### config.mk
export PLATFORM = sky130hd
export DESIGN_NAME = tdpf_paeth
export DESIGN_NICKNAME = d
export VERILOG_FILES = /design/src/rtl/tdpf_pkg.sv /design/src/rtl/tdpf_paeth.sv
export SDC_FILE = /design/constraint.sdc
export NUM_CORES = 1
export LEC_CHECK = 0
export ABC_AREA = 1
export BUFFER_PORTS_ARGS = -buffer_cell sky130_fd_sc_hd__clkbuf_2
export CAP_MARGIN = 0
export CORE_MARGIN = 2
export CORE_UTILIZATION = 35
export DETAILED_ROUTE_END_ITERATION = 6
export PLACE_DENSITY = 0.6
export SETUP_SLACK_MARGIN = 0.1
export SLEW_MARGIN = 20
export SYNTH_ARGS = -nofsm -noshare
export SYNTH_HDL_FRONTEND = slang
export SYNTH_SLANG_ARGS = --single-unit
export TNS_END_PERCENT = 20
### constraint.sdc
create_clock -name vclk -period 6.8
set_clock_uncertainty 0.2 [all_clocks]
set_input_delay 1.02 -clock vclk [all_inputs]
set_output_delay 1.02 -clock vclk [all_outputs]
set_load 0.02 [all_outputs]
### src/rtl/tdpf_pkg.sv
// ----------------------------------------------------------------------------
// tdpf_pkg
// Types and constants of the temporal delta Paeth filter.
// ----------------------------------------------------------------------------
package tdpf_pkg;

  localparam int PIX_W  = 8;
  localparam int IDX_W  = 20;
  localparam int SIZE_W = 11;
  localparam int CFG_AW = 4;
  localparam int CFG_DW = 32;

  // Register indexes, taken from paddr[3:2].
  typedef enum logic [1:0] {
    REG_FRAME_WIDTH    = 2'd0,
    REG_FRAME_HEIGHT   = 2'd1,
    REG_PREDICT_ENABLE = 2'd2
  } reg_idx_t;

  typedef struct packed {
    logic [PIX_W-1:0] cur_red;
    logic [PIX_W-1:0] cur_green;
    logic [PIX_W-1:0] cur_blue;
    logic [PIX_W-1:0] cur_alpha;
    logic [PIX_W-1:0] prev_red;
    logic [PIX_W-1:0] prev_green;
    logic [PIX_W-1:0] prev_blue;
    logic [PIX_W-1:0] prev_alpha;
  } in_data_t;

  typedef struct packed {
    logic [PIX_W-1:0] res_red;
    logic [PIX_W-1:0] res_green;
    logic [PIX_W-1:0] res_blue;
    logic [PIX_W-1:0] res_alpha;
    logic [IDX_W-1:0] pixel_index;
    logic             frame_last;
  } out_data_t;

  // Four channels packed with red in the low byte.
  typedef logic [4*PIX_W-1:0] pixel_t;

endpackage

### src/rtl/tdpf_paeth.sv
// ----------------------------------------------------------------------------
// tdpf_paeth
// Paeth predictor for one 8-bit channel.
// ----------------------------------------------------------------------------
module tdpf_paeth (
  input  logic [tdpf_pkg::PIX_W-1:0] a,
  input  logic [tdpf_pkg::PIX_W-1:0] b,
  input  logic [tdpf_pkg::PIX_W-1:0] c,
  output logic [tdpf_pkg::PIX_W-1:0] pred
);

  localparam int SW = tdpf_pkg::PIX_W + 3;
  localparam int MW = tdpf_pkg::PIX_W + 2;

  logic signed [SW-1:0] p;
  logic signed [SW-1:0] da;
  logic signed [SW-1:0] db;
  logic signed [SW-1:0] dc;
  logic [MW-1:0]        pa;
  logic [MW-1:0]        pb;
  logic [MW-1:0]        pc;

  always_comb begin
    p  = $signed(SW'(a)) + $signed(SW'(b)) - $signed(SW'(c));
    da = p - $signed(SW'(a));
    db = p - $signed(SW'(b));
    dc = p - $signed(SW'(c));
    pa = (da < 0) ? MW'(-da) : MW'(da);
    pb = (db < 0) ? MW'(-db) : MW'(db);
    pc = (dc < 0) ? MW'(-dc) : MW'(dc);
    if (pa <= pb && pa <= pc) begin
      pred = a;
    end else if (pb <= pc) begin
      pred = b;
    end else begin
      pred = c;
    end
  end

endmodule

## Yosys cells after proc, flatten, opt, wreduce, memory -nomap -nowiden

Index checks and enable logic that the tools add are counted.

- Register bits: 0
- Input port bits: 24

- Mux-type cells: 5
- Order comparisons: 6
- Add/subtract/negate cells: 8
- Reduce and logical (&&, ||, !) cells: 1

Operators by type and width:

| cell | count |
|---|---|
| $lt A11 B1 Y1 const B | 3 |
| $sub A10 B9 Y11 | 3 |
| $le A10 B10 Y1 | 3 |
| $mux W10 | 3 |
| $neg A10 Y10 | 3 |
| $mux W8 | 2 |
| $sub A9 B8 Y10 | 1 |
| $add A8 B8 Y9 | 1 |
| $logic_and A1 B1 Y1 | 1 |

## Longest topological paths before layout

Gate-level depths: netlist of the first run.

- Word-level depth: 8
- Gate-level depth with buffers: 37
- Mapped depth without buffers: 37

## Worst setup path before layout of the first run

Ideal clock, no wire load.

- Path type: input to output
- From: input a[2] (netlist name)
- To: output pred[0] (netlist name)
- Arrival time: 5.421 ns
- Path slack: 0.159 ns
- Path buffers: 1
- Stages: 35
- Cells stage by stage: inv_1 fa_1 inv_1 ha_1 nand2_1 nand2_1 nand2_1 nand2_1 a21oi_1 nor2_1 a21oi_1 xnor2_1 ha_1 nand2_1 inv_1 nand2_1 nand2_1 a21oi_1 nand2_4 nand2_4 buf_12 nand2_2 xor2_2 inv_2 ha_1 nand2_1 inv_1 o21ai_0 nand2_1 a21oi_1 nand2_2 nand2_1 nor2_1 o21ai_0 nand2_1

- Longest elaborated chain between the ends: 8

RTL lines:

| what | line | text |
|---|---|---|
| start, declared | tdpf_paeth.sv:6 | `input logic [tdpf_pkg::PIX_W-1:0] a,` |
| $add A8 B8 Y9 | tdpf_paeth.sv:24 | `p = $signed(SW'(a)) + $signed(SW'(b)) - $signed(SW'(c));` |
| $sub A9 B8 Y10 | tdpf_paeth.sv:24 |  |
| $sub A10 B9 Y11, on equally long branches | tdpf_paeth.sv:26, tdpf_paeth.sv:25, tdpf_paeth.sv:27 |  |
| $neg A10 Y10, or another cell as far along | tdpf_paeth.sv:29 | `pb = (db < 0) ? MW'(-db) : MW'(db);` |
| $mux W10, on equally long branches | tdpf_paeth.sv:29, tdpf_paeth.sv:28, tdpf_paeth.sv:30 |  |
| $le A10 B10 Y1, on equally long branches | tdpf_paeth.sv:33, tdpf_paeth.sv:31 |  |
| $mux W8 / $logic_and A1 B1 Y1 (equally long branches) | tdpf_paeth.sv:33, tdpf_paeth.sv:31 |  |
| $mux W8 (*) | tdpf_paeth.sv:31 | `if (pa <= pb && pa <= pc) begin` |
| end, declared | tdpf_paeth.sv:9 | `output logic [tdpf_pkg::PIX_W-1:0] pred` |

Mark *: on every way between the ends. The rest lies on a longest branch, timed or not.

## Final worst setup path of the first run

- From: input c[2] (netlist name)
- To: output pred[5] (netlist name)

- Longest elaborated chain between the ends: 7

RTL lines:

| what | line | text |
|---|---|---|
| start, declared | tdpf_paeth.sv:8 | `input logic [tdpf_pkg::PIX_W-1:0] c,` |
| $sub A9 B8 Y10 | tdpf_paeth.sv:24 |  |
| $sub A10 B9 Y11, on equally long branches | tdpf_paeth.sv:26, tdpf_paeth.sv:25, tdpf_paeth.sv:27 |  |
| $neg A10 Y10, or another cell as far along | tdpf_paeth.sv:29 |  |
| $mux W10, on equally long branches | tdpf_paeth.sv:29, tdpf_paeth.sv:28, tdpf_paeth.sv:30 |  |
| $le A10 B10 Y1, on equally long branches | tdpf_paeth.sv:33, tdpf_paeth.sv:31 |  |
| $mux W8 / $logic_and A1 B1 Y1 (equally long branches) | tdpf_paeth.sv:33, tdpf_paeth.sv:31 |  |
| $mux W8 (*) | tdpf_paeth.sv:31 |  |

Marks and branches as above.

==> impl_metrics.toml, run 1 <==
[layout]
finalInstanceArea_um2 = 6320
syn2layout_area_growth_pct = 66.1
drive_gt1_frac = 0.470
clock_buffers = 0
fill_cells = 996
n_antenna_cell = 0
finalNonFillerCells = 974
fin_nets = 934
regArea_um2 = 0
seq_cells = 0
multi_input_area_um2 = 4060

[timing]
fin_crit_ps = 6880
slew_viol_final = 0
relSlewSlack = 0.740
setup_viol = 8
hold_viol_final = 0
rsz0062_at_grt = "yes"
post-route-period-util = 1.01
fmax_ghz = 0.145
worst_pin_slew_ps = 389
layout_setup_ws_ps = -78.0

[grt]
track_usage = 0.234
grt_pass1_wl_um = 22000
grt_start_max_net_pins = 13
overflow = 0
antenna_found_initial = 0
grt_pass1_vias = 4735

[critical_path]
max_stage_delay_ps = 540
crit_fanout = 8
arrival_ps = 5660
cp_num_buf_inv = 6
crit_family = "adder cells"
critPathRequiredTime_ps = 5580
worstSetupPathType = "input pin to output pin"
critPathCaptureType = "output pin"
cpMostUsedCell = "nand2_2"
critPathLaunchType = "input pin"
cp_slowest_cell = "fa_1"

[drt]
wl_met1_um = 5980
routed.top_layer = "met4"
wl_met2_um = 7240
drt_iter0_markers = 232
dr_total_vias = 4780
final_antenna_net_count = 0
wl_per_cell_um = 14.7
met3_length_um = 515
vias_per_cell = 4.91
routed_wl_um = 14300
drc = 0
first_pass_iters = 4

[cts]
cts_hold_buf = 0

[yosys]
synth_cell_types = 39
synth_fp_nets = 740
synth_area_leaders = "ha_1 (21%), nand2_1 (17%), inv_1 (12%)"
ys_warn_count = 0
yosys.area.top_type_share = 0.207
synth-seq-area-share = 0
syn_inst = 642
avgSynthCellArea_um2 = 5.92
netlist_area_um2 = 3800
yosysTopAreaCell = "ha_1"

[flow_run]
max_cap_violations = 0

[placement]
pre_cts_slack_ps = -577
dp_hpwl_um = 11000
place.gp.congestion = 0.959
place_inst = 945
portBuffers = 32
placed_area_um2 = 5130

[floorplan]
ioPinCount = 32
core_um2 = 10700
num_rows = 38
die_w_um = 108
die_area_um2 = 11700
fp.dieH_um = 108
initial_core_util = 0.355

[outcome]
violations = "setup timing"
status = "finished with violations"

[min_path]
hp-class = "input pin to output pin"
[cells in the final DEF (no fill, tap or decap), drive strengths merged, types with 8 or more instances in the layout]
master / instances
a21oi: 47
buf: 176
clkbuf: 18
fa: 11
ha: 63
inv: 137
nand2: 193
nand3: 58
nand4: 12
nor2: 43
o21ai: 24
xnor2: 8
xor2: 23
[path summary, 6_finish.rpt]
path	slack, ps	from	cells after the start	end
max	-80	c[2]	31	pred[5]
min	2180	a[2]	4	pred[2]
[layer usage]
metal	vias up	GRT usage
li1	2409	-
met1	2202	0.280
met2	134	0.449
met3	35	0.00542
met4	0	0.0760
met5	-	0
[cells by family (layout without fill, tap and decap cells)]
kind of cell | Yosys count | count (layout) | synth area share
adders and majority gates | 74 | 74 | 0.265
xor gates and xnor gates | 31 | 31 | 0.0793
buffers and inverters | 140 | 332 | 0.148
AOI/OAI and AO/OA | 79 | 79 | 0.120
and+or+nand+nor | 318 | 318 | 0.388
[per-stage QoR]
stage	hold WS (ps)	util	TNS [ps]
after floorplan	2030	-	0
after global placement	2190	0.479	-4730
after detailed placement	2190	0.479	-4380
after CTS	2200	0.539	0
after global routing	2180	0.590	-2080
final	2180	0.590	-363
[cells in the mapped netlist (2+ instances only)]
master / n
inv_1: 123
nand3b_1: 4
o21ai_0: 19
nor2_1: 38
nand2_2: 13
nand2_1: 173
nand2_4: 6
o21ai_2: 2
o21ai_1: 3
xor2_2: 4
nand4_1: 12
a21oi_1: 46
nor3_1: 2
nor2_2: 2
or2_2: 2
fa_1: 11
ha_1: 63
inv_2: 12
o21bai_1: 2
xor2_1: 19
and2_1: 2
nor2_4: 3
xnor2_1: 8
nand3_2: 4
a31oi_1: 2
nand3_1: 54
[cell type report]
type	instances	share of cell area
inverters	137	0.0848
multi-input cells	502	0.643
well taps	140	0.0277
repair buffers	194	0.243
repair inverters	1	0.000990
[tightest hold or removal path, cell delays in order]
cell and delay, ps:
buf_6 70, nand3_1 70, nand2_1 70, buf_4 130
[timing repair]
action	4_1_cts	5_1_grt
resized for setup	110	118
endpoints found under the setup margin	8	8
pin swaps	62	65
setup buffers	21	7
cloned	0	1
Power of run 1 is left out: the tool's default activity adds up to more than one toggle a clock period on the data nets, which glitch-free logic cannot reach.
==> inputs of run 2 (changes only) <==
PLACE_DENSITY = 0.63   (was 0.6)
==> impl_metrics.toml, run 2 (synthesized netlist as in run 1, its figures left out) <==
[floorplan]
die_w_um = 108
fp.dieH_um = 108
initial_core_util = 0.355
die_area_um2 = 11700
num_rows = 38
ioPinCount = 32
core_um2 = 10700

[min_path]
hold_depth = 4
hp-class = "input pin to output pin"

[grt]
overflow = 0
grt_pass1_wl_um = 22200
antenna_found_initial = 0
track_usage = 0.233
grt_start_max_net_pins = 13
grt_pass1_vias = 4755

[layout]
regArea_um2 = 0
n_antenna_cell = 0
mostFrequentLayoutCells = "buf_4 (149), nand2_1 (128), inv_1 (93)"
utilization = 0.634
layout_commonest_cell = "buf_4"
fin_nets = 932
clock_buffers = 0
syn2layout_area_growth_pct = 78.4
seq_cells = 0
drive_gt1_frac = 0.552

[critical_path]
path_depth = 36
crit_family = "adder cells"
critPathRequiredTime_ps = 5580
cp_num_buf_inv = 10
crit_fanout = 8
arrival_ps = 5760
cp_slowest_cell = "fa_1"
cpMostUsedCell = "nand2_2"
critPathCaptureType = "output pin"
worstSetupPathType = "input pin to output pin"
critPathLaunchType = "input pin"
max_stage_delay_ps = 570

[outcome]
status = "finished with violations"
violations = "setup timing"

[placement]
pre_cts_slack_ps = -626
portBuffers = 32
place.gp.congestion = 0.961
dp_hpwl_um = 10800

[timing]
hold_viol_final = 0
rsz0062_at_grt = "yes"
slew_viol_final = 0
fin_crit_ps = 6980
worst_pin_slew_ps = 337
layout_setup_ws_ps = -175
fmax_ghz = 0.143
post-route-period-util = 1.03
setup_viol = 8
relSlewSlack = 0.775
whs_ps = 2190

[drt]
drc = 0
routed_wl_um = 15400
drt_iter0_markers = 288
first_pass_iters = 5
vias_per_cell = 5.11
dr_total_vias = 4965
final_antenna_net_count = 0
wl_per_cell_um = 15.9

[flow_run]
max_cap_violations = 0
-- run 2: cell type report --
class,count,area [um^2]
Fill cell,850,3910
Multi-Input combinational cell,502,4490
Inverter,137,538
Timing Repair Buffer,193,1580
Tap cell,140,175
-- run 2: per-stage QoR --
step	setup TNS [ps]	instance area (um^2)	std cells
2_1_floorplan	0	3800	642
3_3_place_gp	-4280	5100	943
3_5_place_dp	-4790	5100	943
4_1_cts	-27.9	5800	957
5_1_grt	-2480	6780	972
6_report	-1180	6780	972
-- run 2: per-layer routing --
metal	wire length [um]	vias to the layer above	share of wire	GRT usage
met1	6130	2325	0.40	0.284
li1	-	2412	-	-
met5	0	-	0	0
met4	733	0	0.047	0.0723
met2	8030	167	0.52	0.435
met3	562	61	0.036	0.0121
-- run 2: what timing repair did --
item / 4_1_cts / 5_1_grt
pin swaps: 69 / 115
setup buffers: 14 / 15
setup endpoints to repair: 8 / 8
hold buffers: 0 / 0
resized for setup: 130 / 198
-- run 2: final timing paths --
| path | startpoint | endpoint |
|---|---|---|
| setup / recovery | a[2] | pred[4] |
| hold / removal | a[6] | pred[6] |
Power of run 2 is left out for the same reason.
